## src/hdl/pss_pkg.sv

```systemverilog
// Package for the process slot scheduler: result, request and mode codes and controller/datapath structs.
package pss_pkg;

    localparam logic [1:0] ST_RAN    = 2'd0;
    localparam logic [1:0] ST_IDLE   = 2'd1;
    localparam logic [1:0] ST_ACCEPT = 2'd2;
    localparam logic [1:0] ST_REJECT = 2'd3;

    localparam logic REQ_ARRIVE = 1'b0;
    localparam logic REQ_SLOT   = 1'b1;

    localparam logic MODE_RR  = 1'b0;
    localparam logic MODE_PRI = 1'b1;

    typedef struct packed {
        logic load;
        logic arrive;
        logic emit_idle;
        logic rr_init;
        logic rr_step;
        logic pri_init;
        logic pri_load_cur;
        logic pri_step;
        logic run;
    } t_dp_cmd;

    typedef struct packed {
        logic is_slot;
        logic mode;
        logic empty;
        logic rr_hit;
        logic rr_last;
        logic scan_done;
        logic sel_vld;
    } t_dp_stat;

endpackage

```

## src/hdl/pss_ctrl.sv

```systemverilog
// Scheduler controller: sequences arrivals, round-robin and priority scans.
module pss_ctrl import pss_pkg::*; (
    input  logic     i_clk,
    input  logic     i_rst_n,
    input  logic     i_start,
    output logic     o_busy,
    input  t_dp_stat i_stat,
    output t_dp_cmd  o_cmd
);

    localparam logic [2:0] S_IDLE     = 3'd0;
    localparam logic [2:0] S_DISPATCH = 3'd1;
    localparam logic [2:0] S_RR       = 3'd2;
    localparam logic [2:0] S_PCUR     = 3'd3;
    localparam logic [2:0] S_PSCAN    = 3'd4;
    localparam logic [2:0] S_RD       = 3'd5;
    localparam logic [2:0] S_RUN      = 3'd6;

    logic [2:0] r_state;
    logic [2:0] n_state;

    always_ff @(posedge i_clk) begin
        if (!i_rst_n) begin
            r_state <= S_IDLE;
        end else begin
            r_state <= n_state;
        end
    end

    always_comb begin
        n_state = r_state;
        o_cmd   = '0;
        unique case (r_state)
            S_IDLE: begin
                if (i_start) begin
                    o_cmd.load = 1'b1;
                    n_state    = S_DISPATCH;
                end
            end
            S_DISPATCH: begin
                if (!i_stat.is_slot) begin
                    o_cmd.arrive = 1'b1;
                    n_state      = S_IDLE;
                end else if (i_stat.empty) begin
                    o_cmd.emit_idle = 1'b1;
                    n_state         = S_IDLE;
                end else if (i_stat.mode == MODE_PRI) begin
                    o_cmd.pri_init = 1'b1;
                    n_state        = S_PCUR;
                end else begin
                    o_cmd.rr_init = 1'b1;
                    n_state       = S_RR;
                end
            end
            S_RR: begin
                o_cmd.rr_step = 1'b1;
                if (i_stat.rr_hit) begin
                    n_state = S_RD;
                end else if (i_stat.rr_last) begin
                    o_cmd.emit_idle = 1'b1;
                    n_state         = S_IDLE;
                end
            end
            S_PCUR: begin
                o_cmd.pri_load_cur = 1'b1;
                n_state            = S_PSCAN;
            end
            S_PSCAN: begin
                if (i_stat.scan_done) begin
                    if (i_stat.sel_vld) begin
                        n_state = S_RD;
                    end else begin
                        o_cmd.emit_idle = 1'b1;
                        n_state         = S_IDLE;
                    end
                end else begin
                    o_cmd.pri_step = 1'b1;
                end
            end
            S_RD: begin
                n_state = S_RUN;
            end
            S_RUN: begin
                o_cmd.run = 1'b1;
                n_state   = S_IDLE;
            end
            default: begin
                n_state = S_IDLE;
            end
        endcase
    end

    assign o_busy = (r_state != S_IDLE);

endmodule

```

## src/hdl/pss_dp.sv

```systemverilog
// Scheduler datapath: process table memories, finished flags, scan pointers, result registers.
module pss_dp import pss_pkg::*; #(
    parameter int ENTRIES = 16
) (
    input  logic       i_clk,
    input  logic       i_rst_n,
    input  t_dp_cmd    i_cmd,
    output t_dp_stat   o_stat,
    input  logic       i_req_type,
    input  logic [7:0] i_proc_id,
    input  logic [3:0] i_proc_priority,
    input  logic [7:0] i_burst_len,
    input  logic       i_cfg_we,
    input  logic       i_cfg_data,
    output logic       o_result_valid,
    output logic [1:0] o_status,
    output logic [7:0] o_run_pid,
    output logic       o_finished,
    output logic [4:0] o_completed_total
);

    localparam int IW = (ENTRIES > 1) ? $clog2(ENTRIES) : 1;
    localparam int CW = IW + 1;

    logic [7:0] mem_pid    [ENTRIES];
    logic [3:0] mem_pri    [ENTRIES];
    logic [7:0] mem_burst  [ENTRIES];
    logic [7:0] mem_served [ENTRIES];

    logic [7:0] r_rd_pid;
    logic [3:0] r_rd_pri;
    logic [7:0] r_rd_burst;
    logic [7:0] r_rd_served;

    logic [CW-1:0]      r_count;
    logic [IW-1:0]      r_cur;
    logic [IW-1:0]      r_ptr;
    logic [IW-1:0]      r_sel;
    logic [IW-1:0]      r_chk;
    logic [CW-1:0]      r_idx;
    logic               r_sel_vld;
    logic               r_chk_vld;
    logic [3:0]         r_best;
    logic [4:0]         r_done_cnt;
    logic [4:0]         n_done_cnt;
    logic [ENTRIES-1:0] r_fin;
    logic               r_mode;

    logic       r_type;
    logic [7:0] r_pid_in;
    logic [3:0] r_pri_in;
    logic [7:0] r_burst_in;

    logic       r_out_valid;
    logic [1:0] r_out_status;
    logic [7:0] r_out_pid;
    logic       r_out_fin;
    logic [4:0] r_out_total;

    logic [CW-1:0] cur_inc;
    logic [CW-1:0] ptr_inc;
    logic [IW-1:0] cur_next;
    logic [IW-1:0] ptr_next;
    logic          arr_ok;
    logic [IW-1:0] wr_idx;
    logic [IW-1:0] raddr;
    logic [7:0]    served_inc;
    logic          fin_now;
    logic          pri_take;

    assign cur_inc    = {1'b0, r_cur} + CW'(1);
    assign ptr_inc    = {1'b0, r_ptr} + CW'(1);
    assign cur_next   = (cur_inc == r_count) ? '0 : cur_inc[IW-1:0];
    assign ptr_next   = (ptr_inc == r_count) ? '0 : ptr_inc[IW-1:0];
    assign arr_ok     = (r_count < CW'(ENTRIES)) && (r_burst_in != 8'd0);
    assign wr_idx     = r_count[IW-1:0];
    assign served_inc = r_rd_served + 8'd1;
    assign fin_now    = (served_inc == r_rd_burst);
    assign pri_take   = r_chk_vld && !r_fin[r_chk] && (!r_sel_vld || (r_best < r_rd_pri));
    assign n_done_cnt = fin_now ? (r_done_cnt + 5'd1) : r_done_cnt;

    always_comb begin
        if (i_cmd.pri_init) begin
            raddr = r_cur;
        end else if (i_cmd.pri_step) begin
            raddr = r_idx[IW-1:0];
        end else begin
            raddr = r_sel;
        end
    end

    // table memories: one write port, one registered read port
    always_ff @(posedge i_clk) begin
        if (i_cmd.arrive && arr_ok) begin
            mem_pid[wr_idx]   <= r_pid_in;
            mem_pri[wr_idx]   <= r_pri_in;
            mem_burst[wr_idx] <= r_burst_in;
        end
        if (i_cmd.arrive && arr_ok) begin
            mem_served[wr_idx] <= 8'd0;
        end else if (i_cmd.run) begin
            mem_served[r_sel] <= served_inc;
        end
        r_rd_pid    <= mem_pid[raddr];
        r_rd_pri    <= mem_pri[raddr];
        r_rd_burst  <= mem_burst[raddr];
        r_rd_served <= mem_served[raddr];
    end

    always_ff @(posedge i_clk) begin
        if (i_cmd.load) begin
            r_type     <= i_req_type;
            r_pid_in   <= i_proc_id;
            r_pri_in   <= i_proc_priority;
            r_burst_in <= i_burst_len;
        end
        if (i_cmd.rr_init) begin
            r_ptr <= cur_next;
        end else if (i_cmd.rr_step && r_fin[r_ptr]) begin
            r_ptr <= ptr_next;
        end
        if (i_cmd.rr_step && !r_fin[r_ptr]) begin
            r_sel <= r_ptr;
        end else if (i_cmd.pri_init) begin
            r_sel <= r_cur;
        end else if (i_cmd.pri_step && pri_take) begin
            r_sel <= r_chk;
        end
        if (i_cmd.rr_init || i_cmd.pri_init) begin
            r_idx <= '0;
        end else if (i_cmd.rr_step || (i_cmd.pri_step && (r_idx != r_count))) begin
            r_idx <= r_idx + CW'(1);
        end
        if (i_cmd.pri_step) begin
            r_chk <= r_idx[IW-1:0];
        end
        if (i_cmd.pri_load_cur) begin
            r_best <= r_rd_pri;
        end else if (i_cmd.pri_step && pri_take) begin
            r_best <= r_rd_pri;
        end
        if (i_cmd.arrive) begin
            r_out_status <= arr_ok ? ST_ACCEPT : ST_REJECT;
            r_out_pid    <= 8'd0;
            r_out_fin    <= 1'b0;
            r_out_total  <= r_done_cnt;
        end else if (i_cmd.emit_idle) begin
            r_out_status <= ST_IDLE;
            r_out_pid    <= 8'd0;
            r_out_fin    <= 1'b0;
            r_out_total  <= r_done_cnt;
        end else if (i_cmd.run) begin
            r_out_status <= ST_RAN;
            r_out_pid    <= r_rd_pid;
            r_out_fin    <= fin_now;
            r_out_total  <= n_done_cnt;
        end
    end

    always_ff @(posedge i_clk) begin
        if (!i_rst_n) begin
            r_count     <= '0;
            r_cur       <= '0;
            r_done_cnt  <= '0;
            r_fin       <= '0;
            r_mode      <= MODE_RR;
            r_sel_vld   <= 1'b0;
            r_chk_vld   <= 1'b0;
            r_out_valid <= 1'b0;
        end else begin
            r_out_valid <= i_cmd.arrive || i_cmd.emit_idle || i_cmd.run;
            if (i_cfg_we) begin
                r_mode <= i_cfg_data;
            end
            if (i_cmd.arrive && arr_ok) begin
                r_count <= r_count + CW'(1);
            end
            if (i_cmd.pri_init) begin
                r_sel_vld <= !r_fin[r_cur];
                r_chk_vld <= 1'b0;
            end else if (i_cmd.pri_step) begin
                if (pri_take) begin
                    r_sel_vld <= 1'b1;
                end
                r_chk_vld <= (r_idx != r_count);
            end
            if (i_cmd.run) begin
                r_cur      <= r_sel;
                r_done_cnt <= n_done_cnt;
                if (fin_now) begin
                    r_fin[r_sel] <= 1'b1;
                end
            end
        end
    end

    assign o_stat.is_slot   = (r_type == REQ_SLOT);
    assign o_stat.mode      = r_mode;
    assign o_stat.empty     = (r_count == '0);
    assign o_stat.rr_hit    = !r_fin[r_ptr];
    assign o_stat.rr_last   = ((r_idx + CW'(1)) == r_count);
    assign o_stat.scan_done = (r_idx == r_count) && !r_chk_vld;
    assign o_stat.sel_vld   = r_sel_vld;

    assign o_result_valid    = r_out_valid;
    assign o_status          = r_out_status;
    assign o_run_pid         = r_out_pid;
    assign o_finished        = r_out_fin;
    assign o_completed_total = r_out_total;

endmodule

```

## src/hdl/process_slot_scheduler.sv

```systemverilog
// Process slot scheduler top level: controller, datapath and configuration port.
// One transaction at a time, no output stall. Round-robin slot: one finished flag checked per cycle.
// Priority slot: one priority read from the table per cycle. o_busy drops in the cycle o_result_valid rises.
// i_rst_n (synchronous) empties the table, clears finished flags, the current pointer, done counter and policy_mode.
module process_slot_scheduler import pss_pkg::*; #(
    parameter int ENTRIES = 16
) (
    input  logic       i_clk,
    input  logic       i_rst_n,
    input  logic       i_start,
    output logic       o_busy,
    input  logic       i_req_type,
    input  logic [7:0] i_proc_id,
    input  logic [3:0] i_proc_priority,
    input  logic [7:0] i_burst_len,
    input  logic       i_cfg_valid,
    output logic       o_cfg_ready,
    input  logic       i_cfg_data,
    output logic       o_result_valid,
    output logic [1:0] o_status,
    output logic [7:0] o_run_pid,
    output logic       o_finished,
    output logic [4:0] o_completed_total
);

    t_dp_cmd  cmd;
    t_dp_stat stat;

    assign o_cfg_ready = 1'b1;

    pss_ctrl u_ctrl (
        .i_clk   (i_clk),
        .i_rst_n (i_rst_n),
        .i_start (i_start),
        .o_busy  (o_busy),
        .i_stat  (stat),
        .o_cmd   (cmd)
    );

    pss_dp #(
        .ENTRIES (ENTRIES)
    ) u_dp (
        .i_clk             (i_clk),
        .i_rst_n           (i_rst_n),
        .i_cmd             (cmd),
        .o_stat            (stat),
        .i_req_type        (i_req_type),
        .i_proc_id         (i_proc_id),
        .i_proc_priority   (i_proc_priority),
        .i_burst_len       (i_burst_len),
        .i_cfg_we          (i_cfg_valid && o_cfg_ready),
        .i_cfg_data        (i_cfg_data),
        .o_result_valid    (o_result_valid),
        .o_status          (o_status),
        .o_run_pid         (o_run_pid),
        .o_finished        (o_finished),
        .o_completed_total (o_completed_total)
    );

endmodule

```

## config.mk

```make
export PLATFORM = sky130hd
export DESIGN_NAME = process_slot_scheduler
export DESIGN_NICKNAME = d
export VERILOG_FILES = /design/src/hdl/pss_pkg.sv /design/src/hdl/pss_ctrl.sv /design/src/hdl/pss_dp.sv /design/src/hdl/process_slot_scheduler.sv
export SDC_FILE = /design/constraint.sdc
export NUM_CORES = 1
export LEC_CHECK = 0
export ABC_AREA = 1
export BUFFER_PORTS_ARGS = -buffer_cell sky130_fd_sc_hd__buf_4
export CAP_MARGIN = 0
export CORE_AREA = 3 3 222 224
export CTS_CLUSTER_DIAMETER = 200
export CTS_CLUSTER_SIZE = 10
export DETAILED_ROUTE_END_ITERATION = 7
export DIE_AREA = 0 0 225 227
export PLACE_DENSITY = 0.71
export SLEW_MARGIN = 10
export SYNTH_ARGS = -nofsm -noshare
export SYNTH_HDL_FRONTEND = slang
export SYNTH_SLANG_ARGS = --single-unit
```

## constraint.sdc

```tcl
create_clock -name i_clk -period 2.3 [get_ports i_clk]
set_input_delay 0.345 -clock i_clk [delete_from_list [all_inputs] [get_ports i_clk]]
set_output_delay 0.345 -clock i_clk [all_outputs]
set_load 0.01 [all_outputs]
```

==> results.md, run 1 <==
- Final critical delay including setup and external delays: 2420 ps
- Diodes inserted: 0
- Power share of the sequential group: 50.4%
- Number of buffers inserted during clock tree synthesis: 67
- CP required: ~2800 ps
- Worst-Margin Slew: 612 ps
- Number of hold violations in the final report: 0
- RSZ-0062 raised after global routing: yes
- Post-route standard cell area excluding fillers: roughly 0.031 mm²
- Number of slew-limit violations in the final report: 0
- 1st-iter DRT viols: 2369
- First-pass GRT wire length: 104000 µm
- Via Count: 19.5k
- I/O pins: 45
- Residual antenna-violating net count after detailed routing: 0
- Net switching fraction of the power: 22.9%
- Synthesized Nets: 2515
- Maximum vdd drop: 676 µV
- Syn Inst Count: 2477
- Setup-failing EPs final: 17
- Number of antenna violations at the first check in global routing: 1
- Path class of the lowest-slack min-delay path: in2reg
- Overall die area: around 0.051 mm²
- Post-synthesis cell type count: 42
- Cell Pwr Density: ~740 mW/mm²
- Critical Path Sink Type: flip-flop
- Total congestion overflow: 0
- Final core utilization: 65.7%
- Starting utilization of the core area: 52.6%
- Failing checks: setup timing
- Netlist area before placement: 0.0250 mm²
- Ratio of routed vias to standard cells: 5.79
- Worst-path clk slew: roughly 60 ps
- Port Buffer Count: 43
- Endpoint arrival time on the critical path: 2900 ps
- Placeable core region: approximately 0.048 mm²
- Max cap viols: 0
- Clock tree root buffer cell: sky130_fd_sc_hd__clkbuf_16
- Reported net switching power: 0.00528 W
- TritonCTS clock tree: done
- DR pass1 iterations: 6
- Die boundary width: 225 µm
- Setup TNS Final: -553 ps
- Combinational Power Share: under 10%
- Routability cong.: 0.917
- Post-route fraction of the period consumed by the critical path: 105%
- Placed cell areas: 0.0271 mm²
- Max clock buf depth: 3
- Number of levels the H-tree was split into: 3
- Top post-synthesis cells by area: sky130_fd_sc_hd__edfxtp_1 (59%), sky130_fd_sc_hd__nand3_1 (11%), sky130_fd_sc_hd__nand2_1 (8.9%)
- Pin count of the biggest net entering global routing: 65
- Category of the worst setup path launch point: flip-flop
- Slew margin rel.: about three fifths
- Leak: between 10 and 15 nW
- Final worst-path setup slack: -117 ps
- Status: complete, but fails checks
- Cell Int Power: 0.0178 W
- Detailed Route WL: between 70000 and 80000 µm
- Post-detailed-route wirelength per cell: around 22 µm
- Clock Sink Count: ~570
- Share of the synthesized area in the top cell type: 59.1%
- Worst hold-check slack: 71.7 ps
- Ratio of cells with drive above 1 in the final layout: 18.1%
- Cell with the largest stage delay on the worst path: sky130_fd_sc_hd__dfxtp_2
- Number of flip-flops and latches in the synthesized netlist: between 500 and 600
- Sum of internal, switching and leakage power: 0.0231 W
- Die span in y: roughly 230 µm
- DP Wirelength: 39400 µm
- Number of design rule violations left after detail routing: 0
- Max Freq: 0.414 GHz
- Number of buffers and inverters on the critical path: 3
- Total number of nets in the final design: 2740
- Cell taking the most area after synthesis: sky130_fd_sc_hd__edfxtp_1
- Via count of the first global-routing pass: around 19k
- Global router's overall resource usage: 26.6%
- Crit path max-delay family: simple AND/OR/NAND/NOR gates
- Clock latency on the worst-skew pair: 610 ps
- Share of total power in the clock network: 42.6%
- Row Count: 80
- Post-synthesis sequential area ratio: 65.4%
- Critical path's largest stage delay: 400 ps
- Type of the worst setup path: reg2reg
- Area added between synthesis and finish: 24.8%
- Largest clock skew in the final design: 21.0 ps
- Biggest fanout along the worst timing path: 6
- Cells along the critical path: nand2_1 -> nand2_2 -> nand2_1 -> nor2_2 -> nand3_2 -> nand3_2 -> nand3_4 -> nand2_8 -> buf_12 -> buf_12 -> clkbuf_16 -> nand2_2 -> nand3_1 -> nand3_2 -> nand3_1 -> nand2_1
- Number of warnings printed during yosys synthesis: 0
- Post-synthesis area per instance: 10.1 µm²
==> sequential cells by signal, indices dropped and copies added (netlist names), 3 cells and up <==
name and cells:
u_dp.r_idx 5, u_dp.mem_burst 128, u_dp.r_chk 4, u_dp.mem_served 128
u_dp.mem_pri 64, u_dp.r_done_cnt 5, u_ctrl.r_state 3, u_dp.r_fin 16
u_dp.o_run_pid 8, u_dp.o_completed_total 5, u_dp.r_pri_in 4, u_dp.r_rd_pid 8
u_dp.r_burst_in 8, u_dp.r_sel 4, u_dp.mem_pid 128, u_dp.r_pid_in 8
u_dp.r_cur 4, u_dp.r_best 4, u_dp.r_rd_served 8, u_dp.r_count 5
u_dp.r_rd_pri 4, u_dp.r_rd_burst 8, u_dp.r_ptr 4
==> area by class of cell <==
class / count / area [µm²]
flip-flops and latches: 571 / 16400
multi-input cells: 1462 / 7490
well taps: 615 / 769
clock buffers: 117 / 1930
clock inverters: 5 / 62.6
repair buffers: 287 / 3410
inverters: 313 / 1190
fillers: 3383 / 16300
==> cell usage after synthesis (all sizes together) <==
| cell | n |
|---|---|
| edfxtp | 492 |
| nor3 | 12 |
| nand4 | 7 |
| a2111o | 1 |
| o2111ai | 2 |
| inv | 311 |
| nand2 | 601 |
| o211ai | 5 |
| and3 | 1 |
| nor3b | 1 |
| o31ai | 1 |
| clkbuf | 28 |
| o21bai | 4 |
| xnor2 | 10 |
| o311ai | 2 |
| nand3b | 3 |
| o22ai | 3 |
| clkinv | 2 |
| conb | 1 |
| dfxtp | 79 |
| xor2 | 19 |
| o21ai | 49 |
| a31oi | 3 |
| ha | 12 |
| nor4 | 2 |
| a21boi | 1 |
| nor2 | 107 |
| nand3 | 551 |
| buf | 103 |
| a211oi | 4 |
| a21oi | 60 |
==> final timing paths <==
kind | start | endpoint | slack (ps) | cells after the start
worst max-delay path | u_dp.r_count[3]$_SDFFE_PN0P_ | u_dp.r_rd_burst[5]$_DFF_P_ | -120 | 16
worst min-delay path | i_rst_n | u_dp.o_result_valid$_SDFF_PN0_ | 70 | 3
worst max register to register | u_dp.r_count[3]$_SDFFE_PN0P_ | u_dp.r_rd_burst[5]$_DFF_P_ | -120 | 16
worst min register to register | u_dp.r_rd_pri[3]$_DFF_P_ | u_dp.r_best[3]$_DFFE_PP_ | 440 | 0
==> layer usage <==
metal | vias to the layer above | wire, µm | GRT usage, %
met5 | - | 9 | 0
met4 | 2 | 3160 | 11.6
met3 | 263 | 7660 | 5.12
met2 | 1221 | 35000 | 43.5
met1 | 9228 | 27200 | 35.1
li1 | 8798 | - | -
==> kinds of logic after synthesis <==
| family | share of synthesized area [%] |
|---|---|
| and+or+nand+nor | 22.5 |
| other | 0.0150 |
| buffers and inverters | 7.53 |
| DFF | 65.4 |
| adders and majority gates | 0.600 |
| AOI/OAI and AO/OA | 2.97 |
| xor gates and xnor gates | 1.02 |
==> worst min-delay path, cell delays in order <==
cell                      delay [ps]
sky130_fd_sc_hd__buf_4           170
sky130_fd_sc_hd__nand2_1          80
sky130_fd_sc_hd__inv_1            40
==> per-stage QoR <==
stage | cells | setup slack (ps)
2_1_floorplan | 2477 | -95.1
6_report | 3370 | -117
4_1_cts | 3321 | -108
3_3_place_gp | 3156 | -164
5_1_grt | 3370 | -184
3_5_place_dp | 3156 | -233
==> placed cells by master (no fill, tap or decap), types with 8 or more instances in the layout <==
master                          netlist  final
sky130_fd_sc_hd__a21oi_1             60     57
sky130_fd_sc_hd__buf_12               0     37
sky130_fd_sc_hd__buf_16               0     14
sky130_fd_sc_hd__buf_4                7    165
sky130_fd_sc_hd__buf_6               12     28
sky130_fd_sc_hd__clkbuf_1            28     47
sky130_fd_sc_hd__clkbuf_16            0     88
sky130_fd_sc_hd__dfxtp_1             79     70
sky130_fd_sc_hd__dfxtp_2              0      8
sky130_fd_sc_hd__dlygate4sd3_1        0     23
sky130_fd_sc_hd__edfxtp_1           492    492
sky130_fd_sc_hd__ha_1                12     10
sky130_fd_sc_hd__inv_1              299    292
sky130_fd_sc_hd__inv_2               11     14
sky130_fd_sc_hd__nand2_1            594    561
sky130_fd_sc_hd__nand2_2              4     28
sky130_fd_sc_hd__nand2_4              3     10
sky130_fd_sc_hd__nand3_1            548    515
sky130_fd_sc_hd__nand3_2              3     30
sky130_fd_sc_hd__nor2_1             105     66
sky130_fd_sc_hd__nor2_2               1     11
sky130_fd_sc_hd__nor2_4               1     30
sky130_fd_sc_hd__nor3_1              12     11
sky130_fd_sc_hd__o21ai_0             46     41
sky130_fd_sc_hd__xnor2_1             10      8
sky130_fd_sc_hd__xor2_1              19     17
==> power groups by stage <==
stage          sequential (W)  combinational [W]  clock, W
3_5_place_dp           0.0118            0.00122         0
4_1_cts                0.0116            0.00133   0.00988
2_1_floorplan          0.0118           0.000687         0
3_3_place_gp           0.0118            0.00119         0
6_report               0.0116            0.00160   0.00984
5_1_grt                0.0116            0.00171    0.0103
==> what timing repair did <==
item	4_1_cts	5_1_grt
pin swaps	8	44
buffers inserted	13	31
endpoints found under the hold margin	22	0
endpoints found under the setup margin	379	518
gates cloned	7	20
hold buffers	23	0
resized for setup	50	169
Power figures use the tool's default switching activity.
==> run 2: changes to the inputs <==
CORE_AREA = 8 8 227 229   (was 3 3 222 224)
CTS_BUF_LIST = sky130_fd_sc_hd__clkbuf_8   (was default)
DIE_AREA = 0 0 235 237   (was 0 0 225 227)
==> run 2 against run 1 <==
Effect of this change: the run still ends with setup timing left; die area grew 9.0%; via count is 0.44% higher; largest power group unchanged; critical path depth increased by 3; final area fell by 1.4%.
==> results.md, run 2 (synthesized netlist as in run 1, its figures left out) <==
- Ratio of routed vias to standard cells: 5.76
- Overall die area: around 0.056 mm²
- Cell Pwr Density: 639 mW/mm²
- Diodes inserted: 0
- Total number of nets in the final design: 2767
- CP required: 2880 ps
- DP Wirelength: 39800 µm
- Number of antenna violations at the first check in global routing: 0
- Critical Path Sink Type: flip-flop
- Die boundary width: ~240 µm
- Number of cells traversed by the worst hold path: 5
- Setup-failing EPs final: 12
- Worst-path clk slew: approximately 80 ps
- Sum of internal, switching and leakage power: 0.0197 W
- Pin count of the biggest net entering global routing: 70
- Ratio of cells with drive above 1 in the final layout: 18.4%
- Post-route standard cell area excluding fillers: 0.0308 mm²
- Final worst-path setup slack: -40.8 ps
- Most Used Layer, Global Route: met2
- Largest registers in the final layout: u_dp.mem_burst (128), u_dp.mem_pid (128), u_dp.mem_served (128)
- Via count of the first global-routing pass: between 15k and 20k
- Status: complete, but fails checks
- Setup TNS Final: -130 ps
- Category of the worst setup path launch point: flip-flop
- Number of levels the H-tree was split into: 3
- Max Freq: 0.427 GHz
- 1st-iter DRT viols: 2680
- Residual antenna-violating net count after detailed routing: 0
- Type of the worst setup path: reg2reg
- Final critical delay including setup and external delays: 2340 ps
- Total congestion overflow: 0
- Clock tree root buffer cell: sky130_fd_sc_hd__clkbuf_8
- Maximum vdd drop: 630 µV
- RSZ-0062 raised after global routing: yes
- Cell with the largest stage delay on the worst path: sky130_fd_sc_hd__dfxtp_4
- Via Count: between 15k and 20k
- I/O pins: 45
- Filler Cells Inserted: 3557
- Global router's overall resource usage: a little under a quarter
- Leading cell types in the layout, fill and taps excluded: sky130_fd_sc_hd__nand2_1 (566), sky130_fd_sc_hd__nand3_1 (517), sky130_fd_sc_hd__edfxtp_1 (492)
- Clock latency on the worst-skew pair: 670 ps
- First-pass GRT wire length: 101000 µm
- Slew margin rel.: 52.6%
- Die span in y: between 200 and 250 µm
- Post-detailed-route wirelength per cell: between 20 and 25 µm
- Number of design rule violations left after detail routing: 0
- Post-route fraction of the period consumed by the critical path: 102%
- Number of cells on the worst reg-to-reg path: 19
- Max cap viols: 0
- Number of buffers inserted during clock tree synthesis: between 60 and 70
- Placed cell areas: 0.0273 mm²
- Max clock buf depth: 3
- Detailed Route WL: 74500 µm
- Routability cong.: 0.870
- Placeable core region: 0.0481 mm²
- Worst-Margin Slew: around 700 ps
- Critical path's largest stage delay: 360 ps
- Setup slack on the worst flop-to-flop path: -40 ps
- Termination of the worst setup path: u_dp.r_rd_pri[3]$_DFF_P_
- Cells along the critical path: inv_2 -> buf_4 -> nand2_2 -> nor2_4 -> inv_2 -> nand2_2 -> inv_2 -> nand2_4 -> inv_6 -> nand2_8 -> nand2_8 -> buf_12 -> clkbuf_16 -> nand2_2 -> nand2_1 -> nand2_1 -> nand3_1 -> nand3_1 -> nand2_1
- Pre-CTS worst setup slack: -27.4 ps
- Clock Sink Count: around 570
- Largest clock skew in the final design: 40.5 ps
- Cell count after placement: 3175
- Failing checks: setup timing
- Number of slew-limit violations in the final report: 0
- Fin cells: 3403
- Grt met3 use: between 4 and 5%
- Most common library cell in the layout ignoring fill and taps: sky130_fd_sc_hd__nand2_1
- Port Buffer Count: 43
- Capturing point of the worst reg2reg path: u_dp.r_rd_pri[3]$_DFF_P_
- Area added between synthesis and finish: 23.1%
- RR Startpoint: u_dp.r_count[3]$_SDFFE_PN0P_
- Path class of the lowest-slack min-delay path: in2reg
- Launch point of the critical path: u_dp.r_count[3]$_SDFFE_PN0P_
- Starting utilization of the core area: about half
- TritonCTS clock tree: done
- Row Count: 81
- Number of hold violations in the final report: 0
- Global Route met1 Usage: 30.8%
- Biggest fanout along the worst timing path: 8
- DR pass1 iterations: 6
- Endpoint arrival time on the critical path: 2920 ps
- Leak: around 13 nW
- Fraction of met2 tracks used by global routing: 37.9%
[run 2: cell types whose count changed in the layout (fill, tap and decap cells not counted), moves of 18 or more]
| cell | previous run | this run |
|---|---|---|
| sky130_fd_sc_hd__clkbuf_8 | 0 | 70 |
| sky130_fd_sc_hd__clkbuf_16 | 88 | 35 |
| sky130_fd_sc_hd__clkbuf_1 | 47 | 0 |
| sky130_fd_sc_hd__nor2_4 | 30 | 12 |
| sky130_fd_sc_hd__inv_1 | 292 | 340 |
[run 2: report_power, final]
part           switching, W  total [W]  internal, W
logic              0.000883    0.00154     0.000653
registers          0.000218     0.0116       0.0114
clock network       0.00367    0.00651      0.00285
total               0.00477     0.0197       0.0149
[run 2: critical path, delay by kind of cell (launching register included)]
kind,cells,cell delay [ps]
flip-flops,1,360
AND/OR/NAND/NOR,12,1130
buffers and inverters,7,740
[run 2: layout make-up]
cell class	instances	area [µm²]	area share (%)
flip-flops and latches	571	16400	53.2
multi-input cells	1464	7340	23.8
inverters	313	1200	3.90
clock inverters	51	219	0.711
repair buffers	312	3900	12.7
clock buffers	70	963	3.13
well taps	622	778	2.53
[run 2: layer usage]
layer  routed length, µm  part of all wire (%)  vias up
met1               28400                    38     9381
met5                   0                     0        -
met2               35300                    47     1136
met4                3290                   4.4        0
li1                    -                     -     8852
met3                7550                    10      229
[run 2: repair_timing]
action | 4_1_cts | 5_1_grt
setup endpoints to repair | 43 | 519
hold buffers | 24 | 0
gates resized for setup | 9 | 166
cloned | 2 | 45
pin swaps | 1 | 28
buffers inserted | 1 | 36
endpoints found under the hold margin | 31 | 0
[run 2: per-stage QoR]
| step | hold slack (ps) | util, % |
|---|---|---|
| 3_5_place_dp | 443 | 56.8 |
| 4_1_cts | 98.8 | 59.9 |
| 2_1_floorplan | 403 | - |
| 5_1_grt | 122 | 64.0 |
| 6_report | 144 | 64.0 |
| 3_3_place_gp | 447 | 56.8 |
[run 2: worst min-delay path by stage]
stage	start	endpoint	slack [ps]
final	i_start	u_ctrl.r_state[0]$_SDFFE_PN0P_	140
after global routing	i_start	u_ctrl.r_state[0]$_SDFFE_PN0P_	120
after CTS	i_start	u_ctrl.r_state[0]$_SDFFE_PN0P_	100
after detailed placement	u_dp.r_rd_pid[7]$_DFF_P_	u_dp.o_run_pid[7]$_SDFFE_PP0P_	440
after global placement	u_dp.r_rd_pid[7]$_DFF_P_	u_dp.o_run_pid[7]$_SDFFE_PP0P_	450
after floorplan	u_dp.r_rd_pri[0]$_DFF_P_	u_dp.r_best[0]$_DFFE_PP_	400
